<file path="src/hrds_pkg.sv">
package hrds_pkg;

    // Field widths
    localparam int unsigned BYTE_W   = 8;
    localparam int unsigned TIME_W   = 32;
    localparam int unsigned PER_W    = 10;
    localparam int unsigned HALF_W   = PER_W - 1;
    localparam int unsigned REGION_W = 3;
    localparam int unsigned PROD_W   = 2 * BYTE_W;

    // Stream word widths
    localparam int unsigned S_TDATA_W = 6 * BYTE_W + TIME_W;
    localparam int unsigned M_TDATA_W = 4 * BYTE_W;

    // Color and strobe constants
    localparam int unsigned REGION_STEPS = 43;
    localparam int unsigned REGION_COUNT = 6;
    localparam int unsigned REGION_SCALE = 6;
    localparam int unsigned FULL_SCALE   = 255;
    localparam int unsigned BASE_PERIOD  = 1000;
    localparam int unsigned RATE_STEP    = 3;
    localparam int unsigned MIN_PERIOD   = 40;

    // Hue region codes
    localparam logic [REGION_W-1:0] REG_RED     = 3'd0;
    localparam logic [REGION_W-1:0] REG_YELLOW  = 3'd1;
    localparam logic [REGION_W-1:0] REG_GREEN   = 3'd2;
    localparam logic [REGION_W-1:0] REG_CYAN    = 3'd3;
    localparam logic [REGION_W-1:0] REG_BLUE    = 3'd4;

    // Remainder unit: bits retired per stage and stage count
    localparam int unsigned DIV_STAGES = 8;
    localparam int unsigned DIV_BITS   = TIME_W / DIV_STAGES;

    // Queue between the front and the back
    localparam int unsigned QUEUE_DEPTH = 4;
    localparam int unsigned QPTR_W      = $clog2(QUEUE_DEPTH);

    // Classified word handed from the front to the back
    typedef struct packed {
        logic [REGION_W-1:0] region;
        logic [BYTE_W-1:0]   frac;
        logic [BYTE_W-1:0]   sat;
        logic [BYTE_W-1:0]   val;
        logic [BYTE_W-1:0]   white;
        logic [BYTE_W-1:0]   master;
        logic                grey;
        logic                strobe_en;
        logic [PER_W-1:0]    period;
        logic [TIME_W-1:0]   time_ms;
    } class_t;

    // Scaled channel levels with the strobe decision inputs
    typedef struct packed {
        logic [BYTE_W-1:0] red;
        logic [BYTE_W-1:0] green;
        logic [BYTE_W-1:0] blue;
        logic [BYTE_W-1:0] white;
        logic              strobe_en;
        logic [HALF_W-1:0] half;
    } chan_t;

endpackage

</file>
<file path="src/hrds_front.sv">
module hrds_front (
    input  logic                              aclk,
    input  logic                              aresetn,
    input  logic                              s_tvalid,
    output logic                              s_tready,
    // hue, saturation, brightness_value, white_level, master_level,
    // strobe_rate, time_ms (lowest bits first)
    input  logic [hrds_pkg::S_TDATA_W-1:0]    s_tdata,
    output hrds_pkg::class_t                  cls,
    output logic                              cls_valid,
    input  logic                              cls_ready
);
    import hrds_pkg::*;

    logic                valid_reg;
    class_t              cls_reg;
    class_t              cls_next;
    logic [BYTE_W-1:0]   hue;
    logic [BYTE_W-1:0]   rate;
    logic [REGION_W-1:0] region;
    logic [BYTE_W-1:0]   base;
    logic [BYTE_W-1:0]   diff;
    logic [PER_W-1:0]    per_raw;

    assign hue  = s_tdata[BYTE_W-1:0];
    assign rate = s_tdata[6*BYTE_W-1:5*BYTE_W];

    // Classify the word: hue region, position inside it, strobe period.
    always_comb begin
        region = '0;
        for (int k = 1; k < REGION_COUNT; k++) begin
            if (hue >= BYTE_W'(REGION_STEPS * k)) begin
                region = region + REGION_W'(1);
            end
        end
        base    = BYTE_W'(BYTE_W'(region) * BYTE_W'(REGION_STEPS));
        diff    = hue - base;
        per_raw = PER_W'(BASE_PERIOD) - PER_W'(rate) * PER_W'(RATE_STEP);

        cls_next.region    = region;
        cls_next.frac      = BYTE_W'(diff * BYTE_W'(REGION_SCALE));
        cls_next.sat       = s_tdata[2*BYTE_W-1:BYTE_W];
        cls_next.val       = s_tdata[3*BYTE_W-1:2*BYTE_W];
        cls_next.white     = s_tdata[4*BYTE_W-1:3*BYTE_W];
        cls_next.master    = s_tdata[5*BYTE_W-1:4*BYTE_W];
        cls_next.grey      = (s_tdata[2*BYTE_W-1:BYTE_W] == '0);
        cls_next.strobe_en = (rate != '0);
        cls_next.period    = (per_raw < PER_W'(MIN_PERIOD)) ? PER_W'(MIN_PERIOD) : per_raw;
        cls_next.time_ms   = s_tdata[S_TDATA_W-1:6*BYTE_W];
    end

    // The holding register frees up whenever the queue takes its word.
    assign s_tready = !valid_reg || cls_ready;

    always_ff @(posedge aclk) begin
        if (!aresetn) begin
            valid_reg <= 1'b0;
        end else if (s_tready) begin
            valid_reg <= s_tvalid;
        end
    end

    always_ff @(posedge aclk) begin
        if (s_tready && s_tvalid) begin
            cls_reg <= cls_next;
        end
    end

    assign cls       = cls_reg;
    assign cls_valid = valid_reg;

endmodule

</file>
<file path="src/hrds_queue.sv">
module hrds_queue (
    input  logic             aclk,
    input  logic             aresetn,
    input  logic             push,
    input  hrds_pkg::class_t push_data,
    output logic             full,
    input  logic             pop,
    output hrds_pkg::class_t pop_data,
    output logic             not_empty
);
    import hrds_pkg::*;

    class_t            mem_reg [QUEUE_DEPTH];
    logic [QPTR_W-1:0] wr_ptr_reg;
    logic [QPTR_W-1:0] rd_ptr_reg;
    logic [QPTR_W:0]   count_reg;
    logic              do_push;
    logic              do_pop;

    assign full      = (count_reg == (QPTR_W+1)'(QUEUE_DEPTH));
    assign not_empty = (count_reg != '0);
    assign do_push   = push && !full;
    assign do_pop    = pop && not_empty;
    assign pop_data  = mem_reg[rd_ptr_reg];

    // Pointers and fill level.
    always_ff @(posedge aclk) begin
        if (!aresetn) begin
            wr_ptr_reg <= '0;
            rd_ptr_reg <= '0;
            count_reg  <= '0;
        end else begin
            if (do_push) begin
                wr_ptr_reg <= wr_ptr_reg + QPTR_W'(1);
            end
            if (do_pop) begin
                rd_ptr_reg <= rd_ptr_reg + QPTR_W'(1);
            end
            if (do_push && !do_pop) begin
                count_reg <= count_reg + (QPTR_W+1)'(1);
            end else if (do_pop && !do_push) begin
                count_reg <= count_reg - (QPTR_W+1)'(1);
            end
        end
    end

    // Storage.
    always_ff @(posedge aclk) begin
        if (do_push) begin
            mem_reg[wr_ptr_reg] <= push_data;
        end
    end

endmodule

</file>
<file path="src/hrds_moddiv.sv">
module hrds_moddiv (
    input  logic                             aclk,
    input  logic                             en,
    input  logic [hrds_pkg::PER_W-1:0]       period,
    input  logic [hrds_pkg::TIME_W-1:0]      time_ms,
    output logic [hrds_pkg::PER_W-1:0]       remainder
);
    import hrds_pkg::*;

    logic [PER_W-1:0]  rem_reg [DIV_STAGES];
    logic [TIME_W-1:0] tim_reg [DIV_STAGES];
    logic [PER_W-1:0]  per_reg [DIV_STAGES];

    // One group of restoring-division steps: shift in a bit, subtract if it fits.
    function automatic logic [PER_W-1:0] div_step(input logic [PER_W-1:0] rem_in,
                                                  input logic [DIV_BITS-1:0] bits,
                                                  input logic [PER_W-1:0] per);
        logic [PER_W:0]   acc;
        logic [PER_W-1:0] r;
        r = rem_in;
        for (int i = DIV_BITS - 1; i >= 0; i--) begin
            acc = {r, bits[i]};
            if (acc >= {1'b0, per}) begin
                acc = acc - {1'b0, per};
            end
            r = acc[PER_W-1:0];
        end
        return r;
    endfunction

    // Each stage retires the next group of time bits, most significant first.
    for (genvar k = 0; k < DIV_STAGES; k++) begin : g_stage
        if (k == 0) begin : g_first
            always_ff @(posedge aclk) begin
                if (en) begin
                    rem_reg[k] <= div_step('0, time_ms[TIME_W-1 -: DIV_BITS], period);
                    tim_reg[k] <= time_ms << DIV_BITS;
                    per_reg[k] <= period;
                end
            end
        end else begin : g_next
            always_ff @(posedge aclk) begin
                if (en) begin
                    rem_reg[k] <= div_step(rem_reg[k-1], tim_reg[k-1][TIME_W-1 -: DIV_BITS],
                                           per_reg[k-1]);
                    tim_reg[k] <= tim_reg[k-1] << DIV_BITS;
                    per_reg[k] <= per_reg[k-1];
                end
            end
        end
    end

    assign remainder = rem_reg[DIV_STAGES-1];

endmodule

</file>
<file path="src/hrds_back.sv">
module hrds_back (
    input  logic                              aclk,
    input  logic                              aresetn,
    input  logic                              in_valid,
    input  hrds_pkg::class_t                  in_cls,
    output logic                              in_pop,
    output logic                              m_tvalid,
    input  logic                              m_tready,
    // red, green, blue, white_out (lowest bits first)
    output logic [hrds_pkg::M_TDATA_W-1:0]    m_tdata
);
    import hrds_pkg::*;

    localparam int unsigned DLY_N = DIV_STAGES - 5;

    logic                  ce;
    logic [DIV_STAGES-1:0] vld_reg;
    logic                  out_valid_reg;
    logic [M_TDATA_W-1:0]  out_data_reg;
    logic [M_TDATA_W-1:0]  out_data_next;
    logic [PER_W-1:0]      rem;

    // Stage 1: saturation products
    logic [PROD_W-1:0]   s1_pmul_reg, s1_sf_reg, s1_sft_reg;
    logic [BYTE_W-1:0]   s1_val_reg, s1_white_reg, s1_master_reg;
    logic [REGION_W-1:0] s1_region_reg;
    logic                s1_grey_reg, s1_strobe_reg;
    logic [HALF_W-1:0]   s1_half_reg;

    // Stage 2: p, q and t products
    logic [BYTE_W-1:0]   s2_p_reg, s2_val_reg, s2_white_reg, s2_master_reg;
    logic [PROD_W-1:0]   s2_qmul_reg, s2_tmul_reg;
    logic [REGION_W-1:0] s2_region_reg;
    logic                s2_grey_reg, s2_strobe_reg;
    logic [HALF_W-1:0]   s2_half_reg;

    // Stage 3: selected red, green, blue
    logic [BYTE_W-1:0]   s3_r_reg, s3_g_reg, s3_b_reg, s3_white_reg, s3_master_reg;
    logic                s3_strobe_reg;
    logic [HALF_W-1:0]   s3_half_reg;
    logic [BYTE_W-1:0]   sel_r, sel_g, sel_b, q_c, t_c;

    // Stage 4: master products
    logic [PROD_W-1:0]   s4_r_reg, s4_g_reg, s4_b_reg, s4_w_reg;
    logic                s4_strobe_reg;
    logic [HALF_W-1:0]   s4_half_reg;

    // Stage 5 onward: scaled levels waiting for the remainder
    chan_t               s5_reg;
    chan_t               s5_next;
    chan_t               dly_reg [DLY_N];
    chan_t               last_c;

    // Divide a product of two bytes by 255, exact for any product of two bytes.
    function automatic logic [BYTE_W-1:0] div255(input logic [PROD_W-1:0] x);
        logic [PROD_W:0] sum;
        sum = (PROD_W+1)'(x) + (PROD_W+1)'(x[PROD_W-1:BYTE_W]) + (PROD_W+1)'(1);
        return sum[PROD_W-1:BYTE_W];
    endfunction

    // The whole pipeline moves together when the output register can take a word.
    assign ce     = !out_valid_reg || m_tready;
    assign in_pop = ce && in_valid;

    always_ff @(posedge aclk) begin
        if (!aresetn) begin
            vld_reg       <= '0;
            out_valid_reg <= 1'b0;
        end else if (ce) begin
            vld_reg       <= {vld_reg[DIV_STAGES-2:0], in_valid};
            out_valid_reg <= vld_reg[DIV_STAGES-1];
        end
    end

    // Strobe remainder runs alongside the color stages.
    hrds_moddiv u_moddiv (
        .aclk      (aclk),
        .en        (ce),
        .period    (in_cls.period),
        .time_ms   (in_cls.time_ms),
        .remainder (rem)
    );

    // Stage 1.
    always_ff @(posedge aclk) begin
        if (ce) begin
            s1_pmul_reg   <= PROD_W'(in_cls.val) * PROD_W'(BYTE_W'(FULL_SCALE) - in_cls.sat);
            s1_sf_reg     <= PROD_W'(in_cls.sat) * PROD_W'(in_cls.frac);
            s1_sft_reg    <= PROD_W'(in_cls.sat) * PROD_W'(BYTE_W'(FULL_SCALE) - in_cls.frac);
            s1_val_reg    <= in_cls.val;
            s1_white_reg  <= in_cls.white;
            s1_master_reg <= in_cls.master;
            s1_region_reg <= in_cls.region;
            s1_grey_reg   <= in_cls.grey;
            s1_strobe_reg <= in_cls.strobe_en;
            s1_half_reg   <= in_cls.period[PER_W-1:1];
        end
    end

    // Stage 2.
    always_ff @(posedge aclk) begin
        if (ce) begin
            s2_p_reg      <= s1_pmul_reg[PROD_W-1:BYTE_W];
            s2_qmul_reg   <= PROD_W'(s1_val_reg)
                             * PROD_W'(BYTE_W'(FULL_SCALE) - s1_sf_reg[PROD_W-1:BYTE_W]);
            s2_tmul_reg   <= PROD_W'(s1_val_reg)
                             * PROD_W'(BYTE_W'(FULL_SCALE) - s1_sft_reg[PROD_W-1:BYTE_W]);
            s2_val_reg    <= s1_val_reg;
            s2_white_reg  <= s1_white_reg;
            s2_master_reg <= s1_master_reg;
            s2_region_reg <= s1_region_reg;
            s2_grey_reg   <= s1_grey_reg;
            s2_strobe_reg <= s1_strobe_reg;
            s2_half_reg   <= s1_half_reg;
        end
    end

    // Region select; grey overrides all regions.
    always_comb begin
        q_c = s2_qmul_reg[PROD_W-1:BYTE_W];
        t_c = s2_tmul_reg[PROD_W-1:BYTE_W];
        unique case (s2_region_reg)
            REG_RED: begin
                sel_r = s2_val_reg; sel_g = t_c;        sel_b = s2_p_reg;
            end
            REG_YELLOW: begin
                sel_r = q_c;        sel_g = s2_val_reg; sel_b = s2_p_reg;
            end
            REG_GREEN: begin
                sel_r = s2_p_reg;   sel_g = s2_val_reg; sel_b = t_c;
            end
            REG_CYAN: begin
                sel_r = s2_p_reg;   sel_g = q_c;        sel_b = s2_val_reg;
            end
            REG_BLUE: begin
                sel_r = t_c;        sel_g = s2_p_reg;   sel_b = s2_val_reg;
            end
            default: begin
                sel_r = s2_val_reg; sel_g = s2_p_reg;   sel_b = q_c;
            end
        endcase
        if (s2_grey_reg) begin
            sel_r = s2_val_reg;
            sel_g = s2_val_reg;
            sel_b = s2_val_reg;
        end
    end

    // Stage 3.
    always_ff @(posedge aclk) begin
        if (ce) begin
            s3_r_reg      <= sel_r;
            s3_g_reg      <= sel_g;
            s3_b_reg      <= sel_b;
            s3_white_reg  <= s2_white_reg;
            s3_master_reg <= s2_master_reg;
            s3_strobe_reg <= s2_strobe_reg;
            s3_half_reg   <= s2_half_reg;
        end
    end

    // Stage 4: master dimmer products.
    always_ff @(posedge aclk) begin
        if (ce) begin
            s4_r_reg      <= PROD_W'(s3_r_reg) * PROD_W'(s3_master_reg);
            s4_g_reg      <= PROD_W'(s3_g_reg) * PROD_W'(s3_master_reg);
            s4_b_reg      <= PROD_W'(s3_b_reg) * PROD_W'(s3_master_reg);
            s4_w_reg      <= PROD_W'(s3_white_reg) * PROD_W'(s3_master_reg);
            s4_strobe_reg <= s3_strobe_reg;
            s4_half_reg   <= s3_half_reg;
        end
    end

    // Stage 5: scale back to bytes.
    always_comb begin
        s5_next.red       = div255(s4_r_reg);
        s5_next.green     = div255(s4_g_reg);
        s5_next.blue      = div255(s4_b_reg);
        s5_next.white     = div255(s4_w_reg);
        s5_next.strobe_en = s4_strobe_reg;
        s5_next.half      = s4_half_reg;
    end

    always_ff @(posedge aclk) begin
        if (ce) begin
            s5_reg <= s5_next;
        end
    end

    // Delay line matching the remainder unit's depth.
    for (genvar k = 0; k < DLY_N; k++) begin : g_dly
        if (k == 0) begin : g_first
            always_ff @(posedge aclk) begin
                if (ce) begin
                    dly_reg[k] <= s5_reg;
                end
            end
        end else begin : g_next
            always_ff @(posedge aclk) begin
                if (ce) begin
                    dly_reg[k] <= dly_reg[k-1];
                end
            end
        end
    end

    // Strobe gate into the output register.
    always_comb begin
        last_c = dly_reg[DLY_N-1];
        if (!last_c.strobe_en || (rem < PER_W'(last_c.half))) begin
            out_data_next = {last_c.white, last_c.blue, last_c.green, last_c.red};
        end else begin
            out_data_next = '0;
        end
    end

    always_ff @(posedge aclk) begin
        if (ce) begin
            out_data_reg <= out_data_next;
        end
    end

    assign m_tvalid = out_valid_reg;
    assign m_tdata  = out_data_reg;

endmodule

</file>
<file path="src/hsv_rgbw_dimmer_strobe_top.sv">
// HSV to RGBW converter with master dimmer and strobe gate.
// The input stream carries one word per lighting update: hue, saturation,
// value, white level, master level, strobe rate and a millisecond time.
// The output stream returns one word per input word with red, green, blue
// and white, each scaled by master/255 and forced to zero during the off
// half of the strobe square wave when the strobe rate is nonzero.
// A front stage registers and classifies each word (hue region, strobe
// period) and hands it through a four-word queue to a back pipeline.
// Throughput is one word per cycle while the receiver does not stall.
// From input acceptance to m_tvalid, the word loads the front register, is
// written into the queue, and then passes eight back stages set by the
// pipelined remainder unit (four time bits per stage) and the output
// register.
// When the receiver stalls, the back pipeline holds in place while the
// queue keeps taking words; s_tready falls once the queue and the front
// register are both full. Reset clears all valid flags and the queue;
// no words are in flight afterwards.
module hsv_rgbw_dimmer_strobe_top (
    input  logic                              aclk,
    input  logic                              aresetn,
    input  logic                              s_tvalid,
    output logic                              s_tready,
    // hue, saturation, brightness_value, white_level, master_level,
    // strobe_rate, time_ms (lowest bits first)
    input  logic [hrds_pkg::S_TDATA_W-1:0]    s_tdata,
    output logic                              m_tvalid,
    input  logic                              m_tready,
    // red, green, blue, white_out (lowest bits first)
    output logic [hrds_pkg::M_TDATA_W-1:0]    m_tdata
);
    import hrds_pkg::*;

    class_t front_cls;
    logic   front_valid;
    logic   queue_full;
    class_t queue_cls;
    logic   queue_not_empty;
    logic   back_pop;

    // Front: accept and classify.
    hrds_front u_front (
        .aclk      (aclk),
        .aresetn   (aresetn),
        .s_tvalid  (s_tvalid),
        .s_tready  (s_tready),
        .s_tdata   (s_tdata),
        .cls       (front_cls),
        .cls_valid (front_valid),
        .cls_ready (!queue_full)
    );

    // Queue decoupling the two sides.
    hrds_queue u_queue (
        .aclk      (aclk),
        .aresetn   (aresetn),
        .push      (front_valid),
        .push_data (front_cls),
        .full      (queue_full),
        .pop       (back_pop),
        .pop_data  (queue_cls),
        .not_empty (queue_not_empty)
    );

    // Back: color math, dimmer, strobe.
    hrds_back u_back (
        .aclk     (aclk),
        .aresetn  (aresetn),
        .in_valid (queue_not_empty),
        .in_cls   (queue_cls),
        .in_pop   (back_pop),
        .m_tvalid (m_tvalid),
        .m_tready (m_tready),
        .m_tdata  (m_tdata)
    );

endmodule

</file>
<file path="config.mk">
export PLATFORM = sky130hd
export DESIGN_NAME = hsv_rgbw_dimmer_strobe_top
export DESIGN_NICKNAME = d
export VERILOG_FILES = /design/src/hrds_pkg.sv /design/src/hrds_front.sv /design/src/hrds_queue.sv /design/src/hrds_moddiv.sv /design/src/hrds_back.sv /design/src/hsv_rgbw_dimmer_strobe_top.sv
export SDC_FILE = /design/constraint.sdc
export NUM_CORES = 2
export LEC_CHECK = 0
export ABC_AREA = 1
export ABC_CLOCK_PERIOD_IN_PS = 19800
export BUFFER_PORTS_ARGS = -buffer_cell sky130_fd_sc_hd__buf_2
export CORE_ASPECT_RATIO = 0.7
export CORE_MARGIN = 2
export CORE_UTILIZATION = 40
export DETAILED_ROUTE_END_ITERATION = 10
export GPL_ROUTABILITY_DRIVEN = 1
export GPL_TIMING_DRIVEN = 0
export PLACE_DENSITY_LB_ADDON = 0.05
export SLEW_MARGIN = 10
export SYNTH_ARGS = -nofsm -noshare
export SYNTH_HDL_FRONTEND = slang
export SYNTH_HIERARCHICAL = 1
export SYNTH_SLANG_ARGS = --single-unit
</file>
<file path="constraint.sdc">
create_clock -name aclk -period 19.8 [get_ports aclk]
set_input_delay 0.99 -clock aclk [delete_from_list [all_inputs] [get_ports aclk]]
set_output_delay 0.99 -clock aclk [all_outputs]
set_load 0.005 [all_outputs]
</file>
==> impl_metrics.toml <==
[run_status]
outcome = "complete, no violations"

[sta]
rsz0062_at_grt = "no"
period_share_pct = 47.0
whs_ps = 346
final-hold-violation-count = 0
finalSetupViolCount = 0
fin_skew_ps = 75.6
max_freq_mhz = 107
slew_viol_final = 0
timing.slew.headroom_pct = 20.2
tightest_slew_ps = 1200
period_minus_slack_ps = 9310

[die]
io_pins = 118
start_util_pct = 40.2
core-area_mm2 = 0.202
die_h_um = 381
rows = 138
die_w_um = 542
dieArea_mm2 = 0.206

[logic_synthesis]
seq_area_frac_synth_pct = 42.9
synth_cells = 8794
synth_top_area_share_pct = 42.4
synth_seq_cells = 1163
syn_area_per_cell_um2 = 9.21
synth_area_mm2 = 0.0810
synthMuxAreaShare_pct = 0
synthFlopType = "edfxtp_1"
syn-num-nets = 9942
synth_edf_count = 1144
yosysUniqueCellTypes = 67
synthTopCellsByArea = "edfxtp_1 42%, ha_1 11%, nand2_1 9.3%"
yosys.area.top_type = "edfxtp_1"
synthArstFlopShare_pct = 0
synth_compound_area_share_pct = 6.92
synth-simple-area-share_pct = 18.7
yosys_warnings = 6
synth_top_family_by_area = "adder cells"
synthAdderAreaFrac_pct = 19.7
synth-xor-area-share_pct = 3.15

[job]
cap_violations = 0

[cts]
cts_root_buf = "clkbuf_16"
numCtsBuffers = 138
hold_buffers = 0
post_cts_buffers = 0
clockBufferDepth = 4
cts_sinks = 1163
cts.reportedPaths.clkPinSlew_ps = 70
htree_levels = 4
clk_latency_ps = 820
cts_resized = 0
cts_tree = "yes"

[route]
drc_errors = 0
ant_nets = 0
vias = 59098
first_pass_iters = 5
viasPerCell = 4.99
first_iter_violations = 4864
wire_per_inst_um = 17.7
drt-total-wl_um = 210000

[global_routing]
antenna_found_initial = 9
gr-total-overflow = 0
grt_use_total_pct = 20.4
grt_pass1_vias = 57650
grt_max_degree = 96
grt_pass1_wl_um = 333000

[placement]
hpwl_um = 164000
port_buffers = 116
gp_congestion = 0.879

[layout]
syn_to_final_growth_pct = 10.9
fillerInstances = 19438
drive_above_1_share_pct = 7.51
nNetsFinal = 10224
largest_reg_flops = 348

[critical_path]
start_kind = "flip-flop"
critPathSlowestCell = "o22ai_2"
crit_path_end_kind = "flip-flop"
crit_arrival_ps = 9860
required_ps = 20350
critPathMostFrequentCell = "nand2_1"
critPathMaxStageDelay_ps = 660
crit_fanout = 10
crit_type = "flip-flop to flip-flop"

[worst_hold_path]
hold_class = "flip-flop to flip-flop"
-- stage by stage --
step	setup TNS, ps	util (%)	setup slack [ps]	cells	instance area (µm²)
floorplan	0	-	85.7	8794	81000
global placement	-6588880	42.1	-9300	11570	84900
detailed placement	0	42.4	10620	11596	85600
CTS	0	44.6	10580	11832	89900
global route	0	44.6	9630	11833	89900
finish	0	44.6	10490	11833	89900
-- critical path: cells and delay by family, from the launching register on --
family                     cells  cell delay, ps
AOI/OAI and AO/OA             12            2520
buffers and inverters         12            2300
and+or+nand+nor               20            2280
adders and majority gates      4            1410
DFF                            1             540
-- worst paths after layout --
kind	cells after the start	startpoint	slack, ps	end
worst min register to register	0	u_back/dly_reg[0][6]	350	u_back/dly_reg[0][48]
worst max register to register	48	flip-flop	10490	u_back/u_moddiv/rem_reg[0][6]
worst max-delay path	48	flip-flop	10490	u_back/u_moddiv/rem_reg[0][6]
worst min-delay path	0	u_back/dly_reg[0][6]	350	u_back/dly_reg[0][48]
-- area by class of cell --
type	count	area, µm²	area share (%)
tap	2660	3330	3.70
buffer	225	1360	1.51
multi-input combinational	5904	39300	43.8
inverter	1502	5650	6.28
clock inverter	69	639	0.711
clock buffer	167	3640	4.05
sequential	1163	34700	38.6
timing repair buffer	142	1200	1.33
antenna	1	2.50	0.00278
-- cell usage after synthesis, types with 36 or more instances --
library cell     n
xor2_1         195
clkbuf_1        80
o21ai_1        116
a21oi_1        355
nor3_1          58
o22ai_1         97
xnor2_1         95
o21ai_0        285
ha_1           706
inv_1         1461
nand3_1        452
buf_6           37
nand2_2         36
nand2_1       2014
nand4_1        101
edfxtp_1      1144
buf_4           42
nor2_1         715
fa_1           358
-- routing by layer --
layer / vias to the layer above / part of all wire [%] / global-route usage (%) / wire length (µm)
met5: - / 0 / 0 / 0
met4: 0 / 1.5 / 3.81 / 3250
met3: 212 / 5.1 / 2.70 / 10700
met2: 1371 / 40 / 28.5 / 83200
met1: 28142 / 54 / 33.3 / 113000
li1: 29373 / - / - / -
-- layout by cell type (no fill, tap or decap), types with 12 or more instances in the layout --
| master | netlist | final |
|---|---|---|
| a21o_1 | 32 | 32 |
| a21oi_1 | 355 | 354 |
| a31oi_1 | 13 | 13 |
| buf_12 | 0 | 13 |
| buf_16 | 0 | 13 |
| buf_2 | 33 | 149 |
| buf_4 | 42 | 42 |
| buf_6 | 37 | 37 |
| clkbuf_1 | 80 | 105 |
| clkbuf_16 | 0 | 141 |
| clkbuf_2 | 32 | 32 |
| clkinv_1 | 5 | 30 |
| clkinv_2 | 0 | 12 |
| dfxtp_1 | 19 | 19 |
| edfxtp_1 | 1144 | 1144 |
| fa_1 | 358 | 358 |
| ha_1 | 706 | 706 |
| inv_1 | 1461 | 1461 |
| inv_2 | 34 | 34 |
| nand2_1 | 2014 | 2014 |
| nand2_2 | 36 | 36 |
| nand3_1 | 452 | 452 |
| nand3_2 | 26 | 26 |
| nand3b_1 | 23 | 23 |
| nand4_1 | 101 | 101 |
| nor2_1 | 715 | 711 |
| nor2_2 | 27 | 27 |
| nor2_4 | 12 | 16 |
| nor3_1 | 58 | 58 |
| o211ai_1 | 16 | 16 |
| o21ai_0 | 285 | 285 |
| o21ai_1 | 116 | 116 |
| o21bai_1 | 27 | 27 |
| o22ai_1 | 97 | 96 |
| or2_2 | 19 | 19 |
| xnor2_1 | 95 | 95 |
| xor2_1 | 195 | 195 |
-- cells by family after synthesis --
family	after synthesis
xor gates and xnor gates	291
buffers and inverters	1727
adders and majority gates	1064
AOI/OAI and AO/OA	1007
DFF	1163
and+or+nand+nor	3541
other	1
Power is left out: the tool's default activity adds up to more than one toggle a clock period on the data nets, which glitch-free logic cannot reach.
